===== src/design/adcavg_pkg.sv =====
// Shared constants, codes and types of the ADC channel average and calibration block.
`default_nettype none
package adcavg_pkg;

  localparam int CHANNELS       = 16;
  localparam int SMOOTH_SHIFT   = 3;
  localparam int TEMP_CHANNEL   = 10;
  localparam int SUPPLY_CHANNEL = 11;

  localparam int ACC_W  = 16;
  localparam int IDX_W  = (CHANNELS > 1) ? $clog2(CHANNELS) : 1;
  localparam int AVG_W  = ACC_W + 1 - SMOOTH_SHIFT;
  localparam int DIFF_W = AVG_W + 1;
  localparam int RND    = 1 << (SMOOTH_SHIFT - 1);

  localparam int T_LO       = 30;
  localparam int T_HI       = 85;
  localparam int T_SPAN     = T_HI - T_LO;
  localparam int T_MAX      = 255;
  localparam int QUOT_W     = 20;
  localparam int DIV_STEPS  = QUOT_W;
  localparam int CNT_W      = $clog2(DIV_STEPS);
  localparam int CODE_W     = 12;
  localparam int CFG_IDX_W  = 3;
  localparam int CFG_W      = 16;

  typedef enum logic [2:0] {
    OP_SAMPLE = 3'd0,
    OP_READ   = 3'd1,
    OP_TEMP   = 3'd2,
    OP_SUPPLY = 3'd3,
    OP_SCALE  = 3'd4
  } op_e;

  typedef enum logic [CFG_IDX_W-1:0] {
    REG_GAIN   = 3'd0,
    REG_OFFSET = 3'd1,
    REG_REF    = 3'd2,
    REG_CAL30  = 3'd3,
    REG_CAL85  = 3'd4
  } reg_e;

  typedef enum logic [3:0] {
    CMD_IDLE,
    CMD_SAMPLE,
    CMD_MUL_GAIN,
    CMD_OFFSET,
    CMD_MUL_REF,
    CMD_FIVE,
    CMD_MUL_SV,
    CMD_SCALE,
    CMD_TEMP_MUL,
    CMD_DIV_INIT,
    CMD_DIV_STEP,
    CMD_TEMP_FIN,
    CMD_PUSH
  } cmd_e;

  typedef enum logic [1:0] {
    CH_ITEM,
    CH_SUPPLY,
    CH_TEMP
  } chsel_e;

  typedef struct packed {
    logic   load;
    cmd_e   cmd;
    chsel_e chsel;
  } ctrl_cmd_t;

  typedef struct packed {
    logic out_busy;
  } dp_stat_t;

  function automatic logic [AVG_W-1:0] avg_of(input logic [ACC_W-1:0] acc);
    logic [ACC_W:0] sum;
    sum = {1'b0, acc} + (ACC_W+1)'(RND);
    return sum[ACC_W:SMOOTH_SHIFT];
  endfunction

endpackage
`default_nettype wire


===== src/design/adcavg_ctrl.sv =====
// Sequencer that steps the datapath through each request's operations.
`default_nettype none
module adcavg_ctrl
  import adcavg_pkg::*;
(
  input  wire logic       clk_i,
  input  wire logic       rst_ni,
  input  wire logic       in_valid_i,
  input  wire logic [2:0] opcode_i,
  output logic            in_stall_o,
  output ctrl_cmd_t       cmd_o,
  input  dp_stat_t        stat_i
);

  typedef enum logic [12:0] {
    S_IDLE  = 13'b0000000000001,
    S_SAMP  = 13'b0000000000010,
    S_MULG  = 13'b0000000000100,
    S_OFFS  = 13'b0000000001000,
    S_MULR  = 13'b0000000010000,
    S_FIVE  = 13'b0000000100000,
    S_MULS  = 13'b0000001000000,
    S_SCALE = 13'b0000010000000,
    S_TMUL  = 13'b0000100000000,
    S_DINIT = 13'b0001000000000,
    S_DIV   = 13'b0010000000000,
    S_TFIN  = 13'b0100000000000,
    S_PUSH  = 13'b1000000000000
  } state_e;

  state_e           state_q, state_d;
  op_e              op_q, op_d;
  logic [CNT_W-1:0] cnt_q, cnt_d;
  logic             accept;

  assign in_stall_o = (state_q != S_IDLE);
  assign accept     = in_valid_i && (state_q == S_IDLE);

  always_comb begin
    state_d     = state_q;
    op_d        = op_q;
    cnt_d       = cnt_q;
    cmd_o.load  = accept;
    cmd_o.cmd   = CMD_IDLE;
    cmd_o.chsel = CH_ITEM;
    unique case (state_q)
      S_IDLE: begin
        if (accept) begin
          op_d = op_e'(opcode_i);
          unique case (op_e'(opcode_i))
            OP_SAMPLE: state_d = S_SAMP;
            OP_READ:   state_d = S_MULG;
            OP_TEMP:   state_d = S_TMUL;
            OP_SUPPLY: state_d = S_MULG;
            OP_SCALE:  state_d = S_MULG;
            default:   state_d = S_IDLE;
          endcase
        end
      end
      S_SAMP: begin
        cmd_o.cmd = CMD_SAMPLE;
        state_d   = S_IDLE;
      end
      S_MULG: begin
        cmd_o.cmd   = CMD_MUL_GAIN;
        cmd_o.chsel = (op_q == OP_READ) ? CH_ITEM : CH_SUPPLY;
        state_d     = S_OFFS;
      end
      S_OFFS: begin
        cmd_o.cmd = CMD_OFFSET;
        state_d   = (op_q == OP_READ) ? S_PUSH : S_MULR;
      end
      S_MULR: begin
        cmd_o.cmd = CMD_MUL_REF;
        state_d   = S_FIVE;
      end
      S_FIVE: begin
        cmd_o.cmd = CMD_FIVE;
        state_d   = (op_q == OP_SCALE) ? S_MULS : S_PUSH;
      end
      S_MULS: begin
        cmd_o.cmd = CMD_MUL_SV;
        state_d   = S_SCALE;
      end
      S_SCALE: begin
        cmd_o.cmd = CMD_SCALE;
        state_d   = S_PUSH;
      end
      S_TMUL: begin
        cmd_o.cmd   = CMD_TEMP_MUL;
        cmd_o.chsel = CH_TEMP;
        state_d     = S_DINIT;
      end
      S_DINIT: begin
        cmd_o.cmd = CMD_DIV_INIT;
        cnt_d     = '0;
        state_d   = S_DIV;
      end
      S_DIV: begin
        cmd_o.cmd = CMD_DIV_STEP;
        cnt_d     = cnt_q + CNT_W'(1);
        if (cnt_q == CNT_W'(DIV_STEPS - 1)) begin
          state_d = S_TFIN;
        end
      end
      S_TFIN: begin
        cmd_o.cmd = CMD_TEMP_FIN;
        state_d   = S_PUSH;
      end
      S_PUSH: begin
        // hold the result until the output register can take it
        if (!stat_i.out_busy) begin
          cmd_o.cmd = CMD_PUSH;
          state_d   = S_IDLE;
        end
      end
      default: state_d = S_IDLE;
    endcase
  end

  always_ff @(posedge clk_i or negedge rst_ni) begin
    if (!rst_ni) begin
      state_q <= S_IDLE;
      op_q    <= OP_SAMPLE;
      cnt_q   <= '0;
    end else begin
      state_q <= state_d;
      op_q    <= op_d;
      cnt_q   <= cnt_d;
    end
  end

`ifndef SYNTH
  a_samp_done: assert property (@(posedge clk_i) disable iff (!rst_ni)
    state_q == S_SAMP |=> state_q == S_IDLE)
    else $error("sample update did not return to idle");

  a_div_len: assert property (@(posedge clk_i) disable iff (!rst_ni)
    (state_q == S_DIV && cnt_q == CNT_W'(DIV_STEPS - 1)) |=> state_q == S_TFIN)
    else $error("divider did not finish after its last step");

  a_busy_after_accept: assert property (@(posedge clk_i) disable iff (!rst_ni)
    (accept && (opcode_i == OP_SAMPLE || opcode_i == OP_READ || opcode_i == OP_TEMP ||
                opcode_i == OP_SUPPLY || opcode_i == OP_SCALE))
    |=> state_q != S_IDLE)
    else $error("accepted request was dropped");
`endif

endmodule
`default_nettype wire


===== src/design/adcavg_dp.sv =====
// Datapath: accumulators, calibration registers, shared multiplier and serial divider.
`default_nettype none
module adcavg_dp
  import adcavg_pkg::*;
(
  input  wire logic                 clk_i,
  input  wire logic                 rst_ni,
  input  ctrl_cmd_t                 cmd_i,
  output dp_stat_t                  stat_o,
  input  wire logic [7:0]           channel_i,
  input  wire logic [CODE_W-1:0]    sample_value_i,
  input  wire logic                 cfg_we_i,
  input  wire logic [CFG_IDX_W-1:0] cfg_idx_i,
  input  wire logic [CFG_W-1:0]     cfg_wdata_i,
  output logic                      out_valid_o,
  input  wire logic                 out_stall_i,
  output logic [15:0]               value_o
);

  logic [ACC_W-1:0]  acc_q [CHANNELS];
  logic [15:0]       gain_q, offset_q, ref_q;
  logic [CODE_W-1:0] cal30_q, cal85_q;

  logic [7:0]        ch_q;
  logic [CODE_W-1:0] sv_q;
  logic [31:0]       prod_q;
  logic [15:0]       w_q;
  logic              ok_q, neg_q, zero_q;
  logic [CODE_W-1:0] dvs_q, rem_q;
  logic [QUOT_W-1:0] quot_q;
  logic [15:0]       value_q;
  logic              out_valid_q;

  logic [7:0]        sel_ch;
  logic              sel_ok;
  logic [ACC_W-1:0]  sel_acc;
  logic [AVG_W-1:0]  sel_avg;
  logic [ACC_W-1:0]  acc_new;
  logic [15:0]       mul_a, mul_b;
  logic [31:0]       mul_p;
  logic [DIFF_W-1:0] tdiff, tmag;
  logic [CODE_W:0]   dv;
  logic [CODE_W-1:0] dv_mag;
  logic [17:0]       five;
  logic [CODE_W:0]   shifted, trial;
  logic              ge;
  logic [15:0]       temp_res;

  always_comb begin
    unique case (cmd_i.chsel)
      CH_ITEM:   sel_ch = ch_q;
      CH_SUPPLY: sel_ch = 8'(SUPPLY_CHANNEL);
      CH_TEMP:   sel_ch = 8'(TEMP_CHANNEL);
      default:   sel_ch = ch_q;
    endcase
  end

  assign sel_ok  = (sel_ch < 8'(CHANNELS));
  assign sel_acc = sel_ok ? acc_q[sel_ch[IDX_W-1:0]] : '0;
  assign sel_avg = avg_of(sel_acc);
  assign acc_new = sel_acc + ACC_W'(sv_q) - ACC_W'(sel_avg);

  // temperature: signed code difference and divisor, carried as sign and magnitude
  assign tdiff  = DIFF_W'(sel_avg) - DIFF_W'(cal30_q);
  assign tmag   = tdiff[DIFF_W-1] ? (~tdiff + DIFF_W'(1)) : tdiff;
  assign dv     = {1'b0, cal85_q} - {1'b0, cal30_q};
  assign dv_mag = dv[CODE_W] ? CODE_W'(~dv + (CODE_W+1)'(1)) : dv[CODE_W-1:0];

  always_comb begin
    mul_a = '0;
    mul_b = '0;
    unique case (cmd_i.cmd)
      CMD_MUL_GAIN: begin
        mul_a = 16'(sel_avg);
        mul_b = gain_q;
      end
      CMD_MUL_REF: begin
        mul_a = w_q;
        mul_b = ref_q;
      end
      CMD_MUL_SV: begin
        mul_a = w_q;
        mul_b = 16'(sv_q);
      end
      CMD_TEMP_MUL: begin
        mul_a = 16'(tmag);
        mul_b = 16'(T_SPAN);
      end
      default: ;
    endcase
  end

  assign mul_p = {16'b0, mul_a} * {16'b0, mul_b};

  assign five = {2'b0, prod_q[30:15]} + {prod_q[30:15], 2'b0};

  // one restoring step; the remainder stays below the divisor whenever the divisor is nonzero
  assign shifted = {rem_q, quot_q[QUOT_W-1]};
  assign trial   = shifted - {1'b0, dvs_q};
  assign ge      = (shifted >= {1'b0, dvs_q});

  always_comb begin
    if (zero_q) begin
      temp_res = 16'(T_MAX);
    end else if (neg_q) begin
      temp_res = (quot_q > QUOT_W'(T_LO)) ? 16'd0 : 16'(QUOT_W'(T_LO) - quot_q);
    end else begin
      temp_res = (quot_q > QUOT_W'(T_MAX - T_LO)) ? 16'(T_MAX)
                                                  : 16'(quot_q + QUOT_W'(T_LO));
    end
  end

  always_ff @(posedge clk_i) begin
    if (cmd_i.load) begin
      ch_q <= channel_i;
      sv_q <= sample_value_i;
    end
    unique case (cmd_i.cmd)
      CMD_MUL_GAIN, CMD_MUL_REF, CMD_MUL_SV: prod_q <= mul_p;
      CMD_TEMP_MUL: begin
        prod_q <= mul_p;
        neg_q  <= tdiff[DIFF_W-1] ^ dv[CODE_W];
        zero_q <= (cal85_q == cal30_q);
        dvs_q  <= dv_mag;
      end
      CMD_DIV_INIT: begin
        rem_q  <= '0;
        quot_q <= prod_q[QUOT_W-1:0];
      end
      CMD_DIV_STEP: begin
        rem_q  <= ge ? trial[CODE_W-1:0] : shifted[CODE_W-1:0];
        quot_q <= {quot_q[QUOT_W-2:0], ge};
      end
      CMD_OFFSET:   w_q <= ok_q ? (16'(prod_q[29:15]) + offset_q) : 16'd0;
      CMD_FIVE:     w_q <= five[17:2];
      CMD_SCALE:    w_q <= prod_q[27:12];
      CMD_TEMP_FIN: w_q <= temp_res;
      CMD_PUSH:     value_q <= w_q;
      default: ;
    endcase
    if (cmd_i.cmd == CMD_MUL_GAIN) begin
      ok_q <= sel_ok;
    end
  end

  always_ff @(posedge clk_i or negedge rst_ni) begin
    if (!rst_ni) begin
      for (int i = 0; i < CHANNELS; i++) begin
        acc_q[i] <= '0;
      end
      gain_q      <= 16'd32768;
      offset_q    <= '0;
      ref_q       <= 16'd32768;
      cal30_q     <= '0;
      cal85_q     <= '1;
      out_valid_q <= 1'b0;
    end else begin
      if (cmd_i.cmd == CMD_SAMPLE && sel_ok) begin
        acc_q[sel_ch[IDX_W-1:0]] <= acc_new;
      end
      if (cfg_we_i) begin
        unique case (cfg_idx_i)
          REG_GAIN:   gain_q   <= cfg_wdata_i;
          REG_OFFSET: offset_q <= cfg_wdata_i;
          REG_REF:    ref_q    <= cfg_wdata_i;
          REG_CAL30:  cal30_q  <= cfg_wdata_i[CODE_W-1:0];
          REG_CAL85:  cal85_q  <= cfg_wdata_i[CODE_W-1:0];
          default: ;
        endcase
      end
      if (cmd_i.cmd == CMD_PUSH) begin
        out_valid_q <= 1'b1;
      end else if (!out_stall_i) begin
        out_valid_q <= 1'b0;
      end
    end
  end

  assign stat_o.out_busy = out_valid_q && out_stall_i;
  assign out_valid_o     = out_valid_q;
  assign value_o         = value_q;

`ifndef SYNTH
  a_valid_from_push: assert property (@(posedge clk_i) disable iff (!rst_ni)
    $rose(out_valid_q) |-> $past(cmd_i.cmd == CMD_PUSH))
    else $error("result valid without a push");

  a_push_free: assert property (@(posedge clk_i) disable iff (!rst_ni)
    cmd_i.cmd == CMD_PUSH |-> !(out_valid_q && out_stall_i))
    else $error("push over a result still waiting");

  a_rem_bound: assert property (@(posedge clk_i) disable iff (!rst_ni)
    (cmd_i.cmd == CMD_DIV_STEP && !zero_q) |-> rem_q < dvs_q)
    else $error("divider remainder out of range");
`endif

endmodule
`default_nettype wire


===== src/design/adc_channel_average_calibrate_top.sv =====
// Top level of the ADC channel average and calibration block.
// One request is in flight at a time; a new one is taken only when the sequencer is idle.
// Steps: sample updates an accumulator; read applies gain and offset; supply then applies
// reference and five quarters; scaled also multiplies by the sample; temperature divides.
// A result sits in an output register, so the next request can start while it waits.
// Reset (async, active low) zeroes the accumulators and loads the calibration defaults.
`default_nettype none
module adc_channel_average_calibrate_top
  import adcavg_pkg::*;
(
  input  wire logic                 clk_i,
  input  wire logic                 rst_ni,
  input  wire logic                 in_valid_i,
  output logic                      in_stall_o,
  input  wire logic [2:0]           opcode_i,
  input  wire logic [7:0]           channel_i,
  input  wire logic [CODE_W-1:0]    sample_value_i,
  output logic                      out_valid_o,
  input  wire logic                 out_stall_i,
  output logic [15:0]               value_o,
  input  wire logic                 cfg_we_i,
  input  wire logic [CFG_IDX_W-1:0] cfg_idx_i,
  input  wire logic [CFG_W-1:0]     cfg_wdata_i
);

  ctrl_cmd_t cmd;
  dp_stat_t  stat;

  adcavg_ctrl u_ctrl (
    .clk_i      (clk_i),
    .rst_ni     (rst_ni),
    .in_valid_i (in_valid_i),
    .opcode_i   (opcode_i),
    .in_stall_o (in_stall_o),
    .cmd_o      (cmd),
    .stat_i     (stat)
  );

  adcavg_dp u_dp (
    .clk_i          (clk_i),
    .rst_ni         (rst_ni),
    .cmd_i          (cmd),
    .stat_o         (stat),
    .channel_i      (channel_i),
    .sample_value_i (sample_value_i),
    .cfg_we_i       (cfg_we_i),
    .cfg_idx_i      (cfg_idx_i),
    .cfg_wdata_i    (cfg_wdata_i),
    .out_valid_o    (out_valid_o),
    .out_stall_i    (out_stall_i),
    .value_o        (value_o)
  );

endmodule
`default_nettype wire


===== config.mk =====
export PLATFORM = sky130hd
export DESIGN_NAME = adc_channel_average_calibrate_top
export DESIGN_NICKNAME = d
export VERILOG_FILES = /design/src/design/adcavg_pkg.sv /design/src/design/adcavg_ctrl.sv /design/src/design/adcavg_dp.sv /design/src/design/adc_channel_average_calibrate_top.sv
export SDC_FILE = /design/constraint.sdc
export NUM_CORES = 2
export LEC_CHECK = 0
export ABC_AREA = 1
export BUFFER_PORTS_ARGS = -buffer_cell sky130_fd_sc_hd__buf_2
export CAP_MARGIN = 10
export CORE_AREA = 2 2 266 530
export CTS_BUF_LIST = sky130_fd_sc_hd__clkbuf_4 sky130_fd_sc_hd__clkbuf_8 sky130_fd_sc_hd__clkbuf_16
export DETAILED_ROUTE_END_ITERATION = 12
export DIE_AREA = 0 0 268 532
export MAX_ROUTING_LAYER = met4
export PLACE_DENSITY_LB_ADDON = 0.12
export SLEW_MARGIN = 15
export SYNTH_ARGS = -nofsm -noshare
export SYNTH_HDL_FRONTEND = slang
export SYNTH_SLANG_ARGS = --single-unit

===== constraint.sdc =====
create_clock -name clk_i -period 12.8 [get_ports clk_i]
set_clock_uncertainty 0.2 [all_clocks]
set_input_delay 1.28 -clock clk_i [delete_from_list [all_inputs] [get_ports clk_i]]
set_output_delay 1.28 -clock clk_i [all_outputs]
set_load 0.1 [all_outputs]

==> run_results.csv <==
group,metric,value,unit
layout,design_area,39900,um^2
worst_setup_path,timing.critical_path.depth,64,
layout,layout_common_cells,"sky130_fd_sc_hd__nand2_1, sky130_fd_sc_hd__inv_1, sky130_fd_sc_hd__o21ai_0, sky130_fd_sc_hd__dfrtp_1, sky130_fd_sc_hd__nor2_1",
pwr,power_frac_comb,51.1,%
yosys,ys_seq_area_share,36.8,%
layout,stdcell_count,6246,
pwr,leakagePower,19.1,nW
clock_tree,tritoncts_num_sinks,480,
clock_tree,cts_hold_buffers,0,
sta,timing_hold_violations_final,0,
worst_setup_path,timing.critical_path.to_type,"register",
worst_setup_path,crit_path_start_kind,"register",
routing,dr_total_vias,28500,
routing,drt-pass1-iter-count,5,
routing,route.detailed.wl_per_inst,22.6,um
yosys,number_of_enable_flip_flop_cells_after_synthesis,130,
floorplanning,initial_utilization,24.9,%
place,detailedPlacementHpwl,112000,um
clock_tree,cts-htree-levels,2,
worst_setup_path,worstPathRequired,12970,ps
worst_setup_path,worstPathMaxFanout,26,
sta,period_minus_slack,12070,ps
outcome,outcome,"finished clean",
clock_tree,max-clock-path-buffers,3,
pwr,cell_internal_pwr,3.79,mW
routing,ant_nets,0,
global_route,grt_pass1_wl,207000,um
sta,setup_ws,725,ps
layout,synthToLayoutAreaGrowth,15.8,%
pwr,p_sw,3.55,mW
pwr,power-per-cell-area,184,nW/um^2
worst_setup_path,setup.worst_path.end,"u_dp.prod_q[30]$_DFFE_PP_",
yosys,synth_top_flop_cell,"sky130_fd_sc_hd__dfrtp_1",
global_route,first_global_vias,30400,
yosys,average_size_of_a_mapped_cell,8.13,um^2
worst_hold_path,hold_path_startpoint,"u_dp.acc_q[193]$_DFFE_PN0P_",
pwr,ir_drop,0.180,mV
global_route,groute.usage.overall,20.6,%
global_route,pin_count_of_the_biggest_net_entering_global_routing,126,
global_route,antenna_found_initial,3,
worst_setup_path,worst_path_dominant_cell_family,"adder cells",
sta,setup_total_negative_slack,0,ps
place,instance_area_at_placement,37700,um^2
layout,fin_util,28.8,%
yosys,ys_ff_latch,480,
clock_tree,cts_root_buf,"sky130_fd_sc_hd__clkbuf_16",
worst_setup_path,crit_buf_inv,17,
worst_setup_path,arrival,12240,ps
place,gp_congestion,0.897,
pwr,power.share.clock,23.4,%
floorplanning,die_ar,143000,um^2
pwr,p_sw_share,48.4,%
worst_setup_path,cp_slowest_stage_delay,610,ps
worst_setup_path,worst_r2r_endpoint,"u_dp.prod_q[30]$_DFFE_PP_",
worst_setup_path,r2r_slack,730,ps
sta,timing.final.crit_share,94.3,%
worst_setup_path,critical-path-slowest-cell,"sky130_fd_sc_hd__fa_1",
floorplanning,fp.dieW,268,um
worst_setup_path,worst-r2r-cell-count,64,
floorplanning,core,138000,um^2
layout,layout_commonest_cell,"sky130_fd_sc_hd__nand2_1",
sta,worst_hold_slack,283,ps
worst_setup_path,r2r-start,"u_ctrl.state_q[3]$_DFFE_PN0P_",
worst_setup_path,crit_type,"reg -> reg",
clock_tree,clk_latency_worst_skew_pair,660,ps
place,place.port_buffers,64,
sta,final_max_slew_viol_count,0,
place,post-place-ws,-159,ps
yosys,netlist_area,34400,um^2
layout,post_route_cells_drive_above_1_share,10.0,%
yosys,synthesis.nets,4689,
clock_tree,cts_tree,"done",
floorplanning,std_cell_rows,193,
floorplanning,die_height,532,um
place,place.detailed.instances,6139,
sta,tightestPinTransition,1110,ps
global_route,grt_overflow_total,0,
yosys,yosysUniqueCellTypes,57,
routing,detail_route.vias_per_cell,4.56,
job,maxCapViolCount,0,
floorplanning,pin_count,65,
sta,maxClockFrequency,0.0828,GHz
yosys,synth_warnings,0,
clock_tree,worst_setup_hold_path_clk_slew,70,ps
sta,setup_viol_count_final,0,
routing,route.final.wire_length,141000,um
clock_tree,cts_inserted_buffers,53,
sta,slew_headroom,26.2,%
worst_setup_path,timing.critical_path.from,"u_ctrl.state_q[3]$_DFFE_PN0P_",
routing,post-route-drc-count,0,
worst_setup_path,path_common_cell,"sky130_fd_sc_hd__inv_1",
routing,drt_iter0_drc,1509,
yosys,synthArstFlopShare,72.9,%
layout,nets,4805,
pwr,power_frac_seq,25.5,%
pwr,power_after_layout,7.34,mW
worst_hold_path,min_path_type,"reg -> reg",
yosys,postSynthCellCount,4236,
[flip-flops by register name, indices dropped and copies added, names as in the netlist]
name              flops
u_dp.acc_q          256
u_dp.prod_q          31
u_dp.quot_q          20
u_dp.gain_q          16
u_dp.offset_q        16
u_dp.ref_q           16
u_dp.value_o         16
u_dp.w_q             16
u_ctrl.state_q       13
u_dp.cal30_q         12
u_dp.cal85_q         12
u_dp.dvs_q           12
u_dp.rem_q           12
u_dp.sv_q            12
u_dp.ch_q             8
u_ctrl.cnt_q          5
u_ctrl.op_q           3
u_dp.neg_q            1
u_dp.ok_q             1
u_dp.out_valid_o      1
u_dp.zero_q           1
[layout make-up]
cell class	instances	area (um^2)
multi-input cells	2950	19000
inverters	651	2440
repair buffers	216	1570
fillers	15100	98500
diodes	1	2.50
clock buffers	69	1490
flip-flops and latches	480	12700
clock inverters	27	392
well taps	1852	2320
[worst min-delay path by stage]
| stage | end | slack (ps) | cells after the start |
|---|---|---|---|
| floorplan | u_dp.value_o[0]$_DFFE_PP_ | 230 | 0 |
| global placement | u_dp.acc_q[193]$_DFFE_PN0P_ | 260 | 2 |
| detailed placement | u_dp.acc_q[62]$_DFFE_PN0P_ | 270 | 2 |
| CTS | u_dp.acc_q[218]$_DFFE_PN0P_ | 280 | 2 |
| global route | u_dp.acc_q[8]$_DFFE_PN0P_ | 300 | 2 |
| finish | u_dp.acc_q[193]$_DFFE_PN0P_ | 280 | 2 |
[Yosys cell counts (22+ instances only)]
library cell | count | area (um^2)
sky130_fd_sc_hd__a21oi_1 | 219 | 1100
sky130_fd_sc_hd__ha_1 | 196 | 2450
sky130_fd_sc_hd__o22ai_1 | 25 | 156
sky130_fd_sc_hd__edfxtp_1 | 130 | 3900
sky130_fd_sc_hd__xor2_1 | 71 | 622
sky130_fd_sc_hd__nand3_1 | 134 | 671
sky130_fd_sc_hd__xnor2_1 | 36 | 315
sky130_fd_sc_hd__fa_1 | 210 | 4200
sky130_fd_sc_hd__dfrtp_1 | 335 | 8380
sky130_fd_sc_hd__inv_1 | 637 | 2390
sky130_fd_sc_hd__nand2_1 | 1044 | 3920
sky130_fd_sc_hd__clkbuf_1 | 117 | 439
sky130_fd_sc_hd__nor2_1 | 327 | 1230
sky130_fd_sc_hd__o21ai_0 | 414 | 2070
sky130_fd_sc_hd__buf_2 | 23 | 115
sky130_fd_sc_hd__nor3_1 | 66 | 330
sky130_fd_sc_hd__nand4_1 | 22 | 138
[tightest hold or removal path: stages, from the launching register on]
cell	delay (ps)
sky130_fd_sc_hd__dfrtp_1	340
sky130_fd_sc_hd__nand2_1	50
sky130_fd_sc_hd__o21ai_0	60
[timing repair]
item	in CTS	in global routing
pin swaps	1	8
setup endpoints to repair	6	19
gates resized for setup	5	48
setup buffers	1	9
[cell families after synthesis]
| family | Yosys count | synth area share, % |
|---|---|---|
| fa+ha+maj | 406 | 19.3 |
| compound gates | 757 | 11.9 |
| simple gates | 1680 | 20.1 |
| xor+xnor | 107 | 2.72 |
| buf+inv | 806 | 9.07 |
| flops | 480 | 36.8 |
[per-layer routing]
layer	GRT usage, %	wire length, um	up-vias
met5	-	0	-
met4	10.6	8830	0
met3	1.38	2750	263
met2	41.8	83300	505
met1	18.7	46300	13900
li1	-	-	13800
[power by group through the flow]
stage	registers (mW)	logic [mW]	clock network [mW]
after detailed placement	1.90	3.81	0
after floorplan	1.84	2.12	0
after global routing	1.88	4.14	1.83
after CTS	1.87	3.82	1.78
after global placement	1.90	3.81	0
final	1.87	3.75	1.72
(Power assumes the default switching activity.)
